[src/cps3d_pkg.sv]
// ----------------------------------------------------------------------------
// cps3d_pkg: shared types and constants
// Fixed point widths, divider cell payload and configuration register layout
// for the closest point on segment block.
// ----------------------------------------------------------------------------
package cps3d_pkg;

	localparam int COORD_W = 32;
	localparam int DIFF_W  = COORD_W + 1;
	localparam int PROD_W  = 2 * DIFF_W;
	localparam int SUM_W   = PROD_W + 1;
	localparam int MAG_W   = PROD_W;
	localparam int FRAC_W  = 16;
	localparam int QUO_W   = 33;
	localparam int CELLS   = QUO_W;
	localparam int REM_W   = MAG_W + QUO_W + 1;
	localparam int TC_W    = 17;
	localparam int SCL_W   = DIFF_W + TC_W + 1;

	localparam logic signed [COORD_W-1:0] T_MAX    = 32'sh7FFF_FFFF;
	localparam logic signed [COORD_W-1:0] T_MIN    = 32'sh8000_0000;
	localparam logic [QUO_W-1:0]          Q_POSLIM = 33'h0_7FFF_FFFF;
	localparam logic [QUO_W-1:0]          Q_NEGLIM = 33'h0_8000_0000;
	localparam logic [TC_W-1:0]           ONE_Q16  = 17'h1_0000;
	localparam logic signed [SCL_W-1:0]   HALF_LSB = 51'sd32768;

	typedef enum logic [2:0] {
		REG_START_X = 3'd0,
		REG_START_Y = 3'd1,
		REG_START_Z = 3'd2,
		REG_GOAL_X  = 3'd3,
		REG_GOAL_Y  = 3'd4,
		REG_GOAL_Z  = 3'd5
	} reg_idx_t;

	typedef logic [2:0][COORD_W-1:0] coord3_t;

	typedef struct packed {
		coord3_t start;
		coord3_t goal;
	} seg_cfg_t;

	typedef struct packed {
		logic [REM_W-1:0] rem;
		logic [REM_W-1:0] dsh;
		logic [QUO_W-1:0] quo;
		logic             neg;
		logic             sat;
		logic             deg;
	} div_t;

	typedef struct packed {
		coord3_t                    near;
		logic signed [COORD_W-1:0]  t_unclamped;
		logic [TC_W-1:0]            t_clamped;
		logic [TC_W-1:0]            rest_scale;
	} res_t;

	function automatic logic signed [DIFF_W-1:0] coord_diff(
		input logic [COORD_W-1:0] a,
		input logic [COORD_W-1:0] b
	);
		coord_diff = $signed({a[COORD_W-1], a}) - $signed({b[COORD_W-1], b});
	endfunction

endpackage

[src/cps3d_div_cell.sv]
// ----------------------------------------------------------------------------
// cps3d_div_cell: one restoring division step
// Trial subtract of the shifted divisor, one quotient bit, hand on.
// ----------------------------------------------------------------------------
module cps3d_div_cell import cps3d_pkg::*; (
	input  logic clk,
	input  logic arst_n,
	input  logic en,
	input  logic in_valid,
	input  div_t in_data,
	output logic out_valid,
	output div_t out_data
);

	logic ge;

	assign ge = in_data.rem >= in_data.dsh;

	always_ff @(posedge clk or negedge arst_n) begin
		if (!arst_n) begin
			out_valid <= 1'b0;
		end else if (en) begin
			out_valid <= in_valid;
		end
	end

	always_ff @(posedge clk) begin
		if (en) begin
			out_data.rem <= ge ? in_data.rem - in_data.dsh : in_data.rem;
			out_data.dsh <= in_data.dsh >> 1;
			out_data.quo <= {in_data.quo[QUO_W-2:0], ge};
			out_data.neg <= in_data.neg;
			out_data.sat <= in_data.sat;
			out_data.deg <= in_data.deg;
		end
	end

endmodule

[config.mk]
export PLATFORM = sky130hd
export DESIGN_NAME = cps3d_div_cell
export DESIGN_NICKNAME = d
export VERILOG_FILES = /design/src/cps3d_pkg.sv /design/src/cps3d_div_cell.sv
export SDC_FILE = /design/constraint.sdc
export NUM_CORES = 1
export LEC_CHECK = 0
export ABC_AREA = 1
export CAP_MARGIN = 0
export CELL_PAD_IN_SITES_DETAIL_PLACEMENT = 0
export CELL_PAD_IN_SITES_GLOBAL_PLACEMENT = 2
export CORE_UTILIZATION = 35
export DETAILED_ROUTE_END_ITERATION = 6
export DONT_BUFFER_PORTS = 1
export PLACE_DENSITY_LB_ADDON = 0.1
export SKIP_CTS_REPAIR_TIMING = 1
export SLEW_MARGIN = 30
export SYNTH_ARGS = -nofsm -noshare
export SYNTH_HDL_FRONTEND = slang
export SYNTH_SLANG_ARGS = --single-unit
[constraint.sdc]
create_clock -name clk -period 0.8 [get_ports clk]
set_input_delay 0.16 -clock clk [delete_from_list [all_inputs] [get_ports clk]]
set_output_delay 0.16 -clock clk [all_outputs]
set_load 0.005 [all_outputs]
==> metrics.md <==
| Metric | Value |
|---|---|
| Clk_lat worst skew | `0.57 ns` |
| Final hold vios | `61` |
| Worst reg2reg endpoint | `out_valid` |
| Yosys cell types | `36` |
| Tmin final | `1.92 ns` |
| Routed vias | `20.9k` |
| Total CTS buffers | `27` |
| Final Instance Area | `29500 um^2` |
| Htree depth | `1` |
| # port buffers | `0` |
| Peak VDD IR | `1.56 mV` |
| Max_slew headroom | `21.4%` |
| Min-delay worst type | `in2reg` |
| Internal power | `about 31 mW` |
| Final wirelength | `90400 um` |
| Synth async-reset ratio | `0.424%` |
| Mean Syn Cell Area | `6.63 um^2` |
| Crit path required time | `1.12 ns` |
| Failing checks | `hold timing, setup timing` |
| Site row count | `85` |
| Status | `complete, but fails checks` |
| Reg2Reg Setup Slack | `0 ns` |
| Vias per inst | `about 4.8` |
| Actual slew at the worst max-slew pin | `1.18 ns` |
| Largest net degree at the start of global routing | `roughly 240` |
| R2R Path Start | `out_valid` |
| Number of synthesized flops with an enable pin | `235` |
| DRC Markers | `0` |
| Gr ovfl total | `0` |
| Share of layout cells above drive strength 1 | `26.3%` |
| Final setup vio count | `337` |
| Sum Neg Setup Slack | `-182.36 ns` |
| DP Area | `between 20000 and 30000 um^2` |
| Startpoint Class | `input port` |
| First-pass GRT wire length | `120000 um` |
| Post-DP HPWL | `71900 um` |
| Sequential fraction of design power | `34.8%` |
| Power, Total | `around 46 mW` |
| Initial antenna violation count | `1` |
| Total GRT Usage | `between 20% and 30%` |
| PD cells | `1570 nW/um^2` |
| R2R depth | `1` |
| Initial Util | `a little over a third` |
| Period utilization | `241%` |
| Synth top cells by count | `nand2_1 (1111), inv_1 (698), edfxtp_1 (235), nor2_1 (221), nand3_1 (117)` |
| WP data arrival | `roughly 2.3 ns` |
| Multi-input gate area | `11200 um^2` |
| Count leader, synth | `nand2_1` |
| Post-route worst setup slack | `-1.12 ns` |
| Clock transition at the registers of the reported paths | `0.07 ns` |
| Power share of the clock group | `30.9%` |
| Antenna Nets Post-Route | `0` |
| Die H | `236 um` |
| RSZ-0062 raised after global routing | `yes` |
| Fin cells | `roughly 4.4k` |
| Ranking of synthesized cells by area | `edfxtp_1 (37%), nand2_1 (22%), inv_1 (14%)` |
| Primary FF master, synth | `edfxtp_1` |
| Slew Limit Fails | `0` |
| Mapped Nets | `3221` |
| Routability cong. | `between 0.9 and 1` |
| Highest Clock Rate | `roughly 0.52 GHz` |
| Critical Setup Path Class | `in2reg` |
| Final Net Count | `4010` |
| Pleak | `approximately 15 nW` |
| Placed insts | `4087` |
| NetSw | `15.3 mW` |
| CTS tree | `built` |
| Drt first pass iters | `5` |
| Die X | `236 um` |
| Worst slack at placement | `-2.03 ns` |
| Critical path capture point type | `flop` |
| Synth top area share | `37.0%` |
| Ys Warns | `0` |
| Number of synthesized register bits | `236` |
| Worst-path maximum fanout | `20` |
| Antenna Cells | `0` |
| Maximum clock insertion buffer count | `3` |
| Routed length per placed instance | `20.6 um` |
| Overall die area | `about 55000 um^2` |
| Cell taking the most area after synthesis | `edfxtp_1` |
| Fin Clk Skew | `0 ns` |
| CP Launch Point | `in_data[86]` |
| Setup crit end | `out_data[232]` |
| Tightest hold margin | `-0.299 ns` |
| Sw Share | `around 33%` |
| Layout area overhead | `54.7%` |
| Filler cell count | `roughly 5k` |
| Core ar. | `53800 um^2` |
| Ports | `477` |
| Syn Inst Count | `2880` |
| CTS Sinks | `236` |
| CTS root buf | `clkbuf_16` |
| FF+latch area | `7080 um^2` |
| Sequential-to-total area share from yosys stat | `37.1%` |
| Comb pwr share | `34.3%` |
| Max Cap Viol | `0` |
| DRT iter0 DRCs | `1588` |
| Synthesized area | `19100 um^2` |
| Vias in the first global route | `18.9k` |
[registers in the layout, indices dropped and copies added, names as in the netlist]
name	count
out_data	235
out_valid	1
[layer usage]
metal	vias up	global-route usage (%)	wire, um
met5	-	0	0
met4	0	6.34	1970
met2	731	45.0	39700
li1	10400	-	-
met3	104	4.49	5260
met1	9717	43.2	43500
[worst min-delay path by stage]
stage	start	end	slack, ns	depth (start not counted)
global route	en	out_data[126]	-0.32	0
detailed placement	arst_n	out_valid	-0.14	0
finish	en	out_data[126]	-0.30	0
global placement	arst_n	out_valid	-0.14	0
CTS	arst_n	out_valid	-0.75	0
floorplan	arst_n	out_valid	-0.14	0
[metrics by stage]
step | util (%) | hold slack [ns]
CTS | 48.6 | -0.748
detailed placement | 46.8 | -0.136
floorplan | - | -0.136
finish | 54.9 | -0.299
global placement | 46.8 | -0.136
global route | 54.9 | -0.318
[area by class of cell]
class | count | share of cell area [%]
inverters | 705 | 9.00
repair buffers | 790 | 22.9
well taps | 696 | 2.95
multi-input cells | 1909 | 37.9
clock inverters | 17 | 0.957
clock buffers | 30 | 2.39
flip-flops and latches | 236 | 24.0
[critical path, cell delays in order]
cell     delay (ns)
inv_1          0.06
ha_4           0.29
nand2_4        0.07
nor2_4         0.17
inv_2          0.06
nor2_4         0.14
inv_2          0.08
nor2_4         0.12
inv_2          0.07
nor3_4         0.25
nand2_8        0.11
buf_12         0.15
buf_12         0.15
nand4_1        0.25
nand2_1        0.09
[placed cells by master (no fill, tap or decap), types with 3 or more instances in the layout]
cell type	instances
nand3_2	44
bufinv_16	7
a21oi_2	11
buf_4	536
nand2_1	990
buf_6	3
inv_2	23
ha_1	16
nor2_1	176
nor3_1	9
a21oi_1	56
xor2_1	58
dlygate4sd3_1	233
nor4_1	5
buf_12	15
inv_6	5
nor3_2	9
clkinv_2	4
nand2_4	15
o21bai_1	12
clkbuf_16	28
inv_1	680
ha_4	81
and2_1	3
a21boi_0	4
nor2_4	26
nand3_1	73
nand3b_1	29
nor2_2	29
o21ai_0	15
a21oi_4	4
edfxtp_1	235
o21ai_1	56
ha_2	3
nand4_1	62
nand2_2	109
[power groups by stage]
stage	combinational, mW	sequential (mW)	clock (mW)
after floorplan	7.31	16.0	0
final	15.9	16.2	14.3
after detailed placement	13.8	16.3	0
after global placement	13.7	16.4	0
after global routing	17.2	16.2	15.0
after CTS	13.9	16.1	14.3
[cell families after synthesis]
logic type,Yosys count,synth area share [%]
DFF,236,37.1
other,1,0.0196
and+or+nand+nor,1587,34.0
buffers and inverters,735,15.0
adders and majority gates,101,6.66
AOI/OAI and AO/OA,160,4.48
muxes,1,0.0590
xor gates and xnor gates,59,2.71
No activity file was read; power rests on OpenSTA's default activity.
