<file path="config.mk">
export PLATFORM = sky130hd
export DESIGN_NAME = cps3d_back
export DESIGN_NICKNAME = d
export VERILOG_FILES = /design/src/cps3d_pkg.sv /design/src/cps3d_back.sv
export SDC_FILE = /design/constraint.sdc
export NUM_CORES = 2
export LEC_CHECK = 0
export BUFFER_PORTS_ARGS = -buffer_cell sky130_fd_sc_hd__buf_2
export CORE_AREA = 2 2 383 385
export CTS_CLUSTER_DIAMETER = 40
export DETAILED_ROUTE_END_ITERATION = 16
export DIE_AREA = 0 0 385 387
export PLACE_DENSITY = 0.77
export SYNTH_ARGS = -nofsm -noshare
export SYNTH_HDL_FRONTEND = slang
export SYNTH_SLANG_ARGS = --single-unit
</file>
<file path="constraint.sdc">
create_clock -name clk -period 6.6 [get_ports clk]
set_input_delay 0 -clock clk [delete_from_list [all_inputs] [get_ports clk]]
set_output_delay 0 -clock clk [all_outputs]
set_load 0.005 [all_outputs]
</file>
<file path="src/cps3d_pkg.sv">
// ----------------------------------------------------------------------------
// cps3d_pkg: shared types and constants
// Fixed point widths, divider cell payload and configuration register layout
// for the closest point on segment block.
// ----------------------------------------------------------------------------
package cps3d_pkg;

	localparam int COORD_W = 32;
	localparam int DIFF_W  = COORD_W + 1;
	localparam int PROD_W  = 2 * DIFF_W;
	localparam int SUM_W   = PROD_W + 1;
	localparam int MAG_W   = PROD_W;
	localparam int FRAC_W  = 16;
	localparam int QUO_W   = 33;
	localparam int CELLS   = QUO_W;
	localparam int REM_W   = MAG_W + QUO_W + 1;
	localparam int TC_W    = 17;
	localparam int SCL_W   = DIFF_W + TC_W + 1;

	localparam logic signed [COORD_W-1:0] T_MAX    = 32'sh7FFF_FFFF;
	localparam logic signed [COORD_W-1:0] T_MIN    = 32'sh8000_0000;
	localparam logic [QUO_W-1:0]          Q_POSLIM = 33'h0_7FFF_FFFF;
	localparam logic [QUO_W-1:0]          Q_NEGLIM = 33'h0_8000_0000;
	localparam logic [TC_W-1:0]           ONE_Q16  = 17'h1_0000;
	localparam logic signed [SCL_W-1:0]   HALF_LSB = 51'sd32768;

	typedef enum logic [2:0] {
		REG_START_X = 3'd0,
		REG_START_Y = 3'd1,
		REG_START_Z = 3'd2,
		REG_GOAL_X  = 3'd3,
		REG_GOAL_Y  = 3'd4,
		REG_GOAL_Z  = 3'd5
	} reg_idx_t;

	typedef logic [2:0][COORD_W-1:0] coord3_t;

	typedef struct packed {
		coord3_t start;
		coord3_t goal;
	} seg_cfg_t;

	typedef struct packed {
		logic [REM_W-1:0] rem;
		logic [REM_W-1:0] dsh;
		logic [QUO_W-1:0] quo;
		logic             neg;
		logic             sat;
		logic             deg;
	} div_t;

	typedef struct packed {
		coord3_t                    near;
		logic signed [COORD_W-1:0]  t_unclamped;
		logic [TC_W-1:0]            t_clamped;
		logic [TC_W-1:0]            rest_scale;
	} res_t;

	function automatic logic signed [DIFF_W-1:0] coord_diff(
		input logic [COORD_W-1:0] a,
		input logic [COORD_W-1:0] b
	);
		coord_diff = $signed({a[COORD_W-1], a}) - $signed({b[COORD_W-1], b});
	endfunction

endpackage

</file>
<file path="src/cps3d_back.sv">
// ----------------------------------------------------------------------------
// cps3d_back: saturate, clamp and scale
// Forms t from the quotient, clamps it, scales the segment and holds the
// result item in the output register.
// ----------------------------------------------------------------------------
module cps3d_back import cps3d_pkg::*; (
	input  logic     clk,
	input  logic     arst_n,
	input  logic     en,
	input  logic     in_valid,
	input  div_t     in_data,
	input  seg_cfg_t cfg,
	output logic     out_valid,
	output res_t     out_data
);

	logic signed [COORD_W-1:0] t;
	logic [TC_W-1:0]           tc;
	logic signed [COORD_W-1:0] t_f1;
	logic [TC_W-1:0]           tc_f1;
	logic signed [COORD_W-1:0] t_f2;
	logic [TC_W-1:0]           tc_f2;
	logic signed [DIFF_W-1:0]  d [3];
	logic signed [SCL_W-1:0]   prod_f2 [3];
	logic signed [SCL_W-1:0]   rnd [3];
	logic [2:0]                vld_q;

	always_comb begin
		if (in_data.deg) begin
			t = '0;
		end else if (in_data.sat) begin
			t = in_data.neg ? T_MIN : T_MAX;
		end else if (!in_data.neg) begin
			t = (in_data.quo > Q_POSLIM) ? T_MAX : $signed(in_data.quo[COORD_W-1:0]);
		end else begin
			t = (in_data.quo > Q_NEGLIM) ? T_MIN : $signed(COORD_W'(~in_data.quo + 1'b1));
		end
		if (t[COORD_W-1]) begin
			tc = '0;
		end else if (t > $signed({15'b0, ONE_Q16})) begin
			tc = ONE_Q16;
		end else begin
			tc = t[TC_W-1:0];
		end
		for (int k = 0; k < 3; k++) begin
			d[k]   = coord_diff(cfg.goal[k], cfg.start[k]);
			rnd[k] = prod_f2[k] + HALF_LSB;
		end
	end

	always_ff @(posedge clk or negedge arst_n) begin
		if (!arst_n) begin
			vld_q <= '0;
		end else if (en) begin
			vld_q <= {vld_q[1:0], in_valid};
		end
	end

	always_ff @(posedge clk) begin
		if (en) begin
			t_f1  <= t;
			tc_f1 <= tc;
			t_f2  <= t_f1;
			tc_f2 <= tc_f1;
			for (int k = 0; k < 3; k++) begin
				prod_f2[k] <= d[k] * $signed({1'b0, tc_f1});
				out_data.near[k] <= cfg.start[k] + COORD_W'(rnd[k] >>> FRAC_W);
			end
			out_data.t_unclamped <= t_f2;
			out_data.t_clamped   <= tc_f2;
			out_data.rest_scale  <= ONE_Q16 - tc_f2;
		end
	end

	assign out_valid = vld_q[2];

endmodule
</file>
==> impl.org <==
** STA
- Period utilization :: 124%
- Worst slew margin :: 34.2%
- Static timing analysis puts the maximum clock frequency at 122 MHz.
- RSZ-0062 raised after global routing :: yes
- Tightest Pin Transition :: 974 ps
- Setup violations remaining at the end of the flow were counted as 90.
- The final number of max-transition violations is 0.
- Final Hold Viols :: 0
- Post-route worst setup slack :: -1600 ps
- Worst Skew :: 45.3 ps
- Min Clock Period, post-route :: 8200 ps

** CTS
- No sink is reached through more buffers than the 3 on the longest clock path.
- In this run the clock root is driven by a clkbuf_16.
- The H-tree was split into 3 levels.
- Clock transition at path regs :: 60 ps
- In this run, CTS created clock tree buffers numbering 74.
- TritonCTS clock tree :: built
- The later pin in the worst-skew pair is clocked with a latency of 690 ps.
- The clock drives 361 sinks.

** Layout
- From synthesis to final layout, the design area changed by 26.2%.
- Cells fill 69.1% of the core in the end.
- In the final layout, the share of cells above drive strength 1 is 22.7%.
- Most common cell after layout, fill and taps aside :: inv_1
- Commonest non-fill, non-tap cells in the layout :: inv_1, fa_1, buf_4
- Number of standard cells in the layout, taps in and fillers out :: 12100
- For this run, the post-layout net count is 12600.

** Floorplanning
- Die Outline Area :: 0.149 sq mm
- Width of the die :: 385 um
- Starting density of the core :: 54.8%
- In this run the core area contains 140 standard-cell rows.
- 595 I/O pins were placed.
- Total core area :: 0.145 sq mm
- In this run the vertical extent of the chip is 387 um.

** GRT
- The initial antenna violation count was 3.
- Total grt overflow :: 0
- Global-route wire length before repair :: 367 mm
- Number of global-route vias before repair :: 72100
- Entering global routing, the biggest net connects 135 pins.
- GRT Total Usage :: 31.0%

** Setup path
- Kind of end point of the critical path :: flip-flop
- Data arrival, critical path :: 8600 ps
- Critical-path maximum fanout :: 10
- In this run the worst setup path begins at cfg[107].
- Type of the worst setup path :: in2reg
- The largest individual stage delay along the critical path comes from the cell xnor2_1.
- On the worst path, the slowest cell contributes a delay of 580 ps.
- The cell that appears most often on the critical path is fa_1.
- Crit start category :: input port
- Required time reported for the critical path endpoint :: 7010 ps
- FF-to-FF Start :: tc_f1[9]

** Detailed routing
- First-iteration detailed-routing DRC count :: 4675
- Detailed-route via count :: 66000
- Using the TritonRoute via totals, the vias-per-cell ratio works out to 5.45.
- In the routed design, unresolved DRC markers number 0.
- Dividing the detail-routed wire length by the instance count gives 19.1 um.
- WL final :: 231 mm
- For this run, the detailed router's first-pass iteration total came to 8.
- The count of nets left with antenna violations once routing finished came out at 0.

** Logic synthesis
- Avg Inst Size Synth :: 9.26 sq um
- After synthesis, flip-flops and latches occupy 13.6% of the total area.
- The number of nets handed over by synthesis was 11100.
- Cell types occupying the most area after synthesis :: fa_1, edfxtp_1, inv_1
- In the synthesized netlist the dominant register cell turns out to be edfxtp_1.
- Yosys top cell area share :: 39.1%
- For this run, the number of Yosys warnings is 0.
- The synthesized design contains 358 enable-type register cells.
- Post-Synthesis Cells :: 8565
- Share of synthesized flip-flops with an asynchronous set or reset :: 0.831%
- Flip-flop and latch count after synthesis :: 361
- Biggest area consumer among synthesized cells :: fa_1
- The synthesized netlist occupies a cell area of 0.0793 sq mm.
- In this run, distinct cell masters in the synthesized netlist total 88.

** Min path
- The worst hold path begins at cfg[187].
- In this run the worst hold path is classified as in2reg.

** Place
- Routability-driven placement finished with a final weighted congestion of 0.944.
- Port buffering added 394 buffers.
- Cell Count Post-Placement :: 11700
- The wire-length estimate of the detail-placed layout is 178 mm.

** Job
- Number of maximum-capacitance constraint violations :: 0

** Outcome
- Outcome :: finished with violations
- Violated checks :: negative setup slack
==> cell families (layout without fill, tap and decap cells) <==
kind of cell	after synthesis	count (layout)	share of synthesized area (%)
compound gates	755	755	6.18
xor+xnor	421	421	4.68
fa+ha+maj	2073	2073	47.4
buf+inv	2350	3972	11.1
flops	361	361	13.6
mux	15	15	0.211
other cells	0	2	0
simple gates	2590	2590	16.8
==> cell usage after synthesis (5+ instances only) <==
| cell type | n |
|---|---|
| a21boi_0 | 8 |
| nor3_1 | 64 |
| clkbuf_1 | 332 |
| o31ai_1 | 13 |
| nor2_2 | 9 |
| and2_1 | 780 |
| ha_1 | 525 |
| xnor2_1 | 322 |
| edfxtp_1 | 358 |
| a21o_1 | 115 |
| nand2_1 | 924 |
| o22ai_1 | 12 |
| xor2_1 | 97 |
| o21ai_0 | 117 |
| fa_1 | 1548 |
| a2111oi_0 | 9 |
| a211o_1 | 6 |
| nor4_1 | 15 |
| a31oi_1 | 32 |
| nand4_1 | 60 |
| or3_1 | 21 |
| o21a_1 | 63 |
| o31a_1 | 8 |
| or2_2 | 10 |
| a211oi_1 | 25 |
| nand2b_1 | 60 |
| a221oi_1 | 7 |
| and3_1 | 80 |
| nand3_1 | 113 |
| a21oi_1 | 227 |
| or4_1 | 22 |
| nor4b_1 | 6 |
| o21bai_1 | 34 |
| nor3b_1 | 24 |
| and4_1 | 13 |
| a311oi_1 | 5 |
| mux2i_1 | 10 |
| inv_1 | 2010 |
| nor2_1 | 232 |
| o211ai_1 | 19 |
| a41oi_1 | 6 |
| nor2b_1 | 128 |
| nand4b_1 | 10 |
| o41ai_1 | 7 |
==> per-stage QoR <==
stage | hold WS [ps] | setup slack, ps | TNS (ps) | cell area (sq um)
6_report | 54.2 | -1600 | -70290 | 100000
3_5_place_dp | -204 | -2400 | -136970 | 92800
2_1_floorplan | -296 | -1630 | -45430 | 80500
4_1_cts | 11.8 | -1460 | -47250 | 98900
5_1_grt | 54.5 | -1840 | -86480 | 100000
3_3_place_gp | -207 | -2200 | -120400 | 92800
==> metal layers <==
layer,routed length (um),global-route usage (%)
met1,84800,37.2
met2,116000,54.1
met3,18000,5.78
met4,12700,13.3
met5,26,0
==> registers in the layout, summed over array words and instances, names as in the netlist <==
signal,flops
vld_q,3
out_data,161
t_f1,32
prod_f2,99
tc_f2,17
t_f2,32
tc_f1,17
==> what timing repair did <==
action | in CTS | in global routing
setup endpoints to repair | 86 | 97
hold buffers | 157 | 0
resized for setup | 272 | 229
buffers inserted | 102 | 63
pin swaps | 197 | 219
gates cloned | 1 | 0
hold endpoints to repair | 193 | 0
==> final timing paths <==
check / to / slack [ps] / cells after the start
worst max register to register: prod_f2[0][97] / -630 / 24
worst min register to register: t_f2[14] / 410 / 0
min in group asynchronous: vld_q[1] / 200 / 3
max in group asynchronous: vld_q[2] / 6250 / 3
worst min-delay path: out_data[157] / 50 / 4
worst max-delay path: prod_f2[0][44] / -1600 / 36
==> layout make-up <==
cell class / instances / area [sq um]
multi-input combinational: 5854 / 62400
clock inverter: 56 / 701
sequential: 361 / 10800
fill: 10200 / 44800
antenna: 2 / 5.00
clock buffer: 77 / 1860
tap: 1917 / 2400
inverter: 2011 / 7570
timing repair buffer: 1828 / 14300
==> critical path: cells and delay by family <==
| kind | cells | cell delay, ps |
|---|---|---|
| xor gates and xnor gates | 1 | 580 |
| buffers and inverters | 10 | 1080 |
| AOI/OAI and AO/OA | 8 | 2190 |
| and+or+nand+nor | 9 | 1270 |
| adders and majority gates | 8 | 3460 |
Power is not shown: default switching activity piles up to over one toggle a cycle in this logic, so the estimate is an artifact.
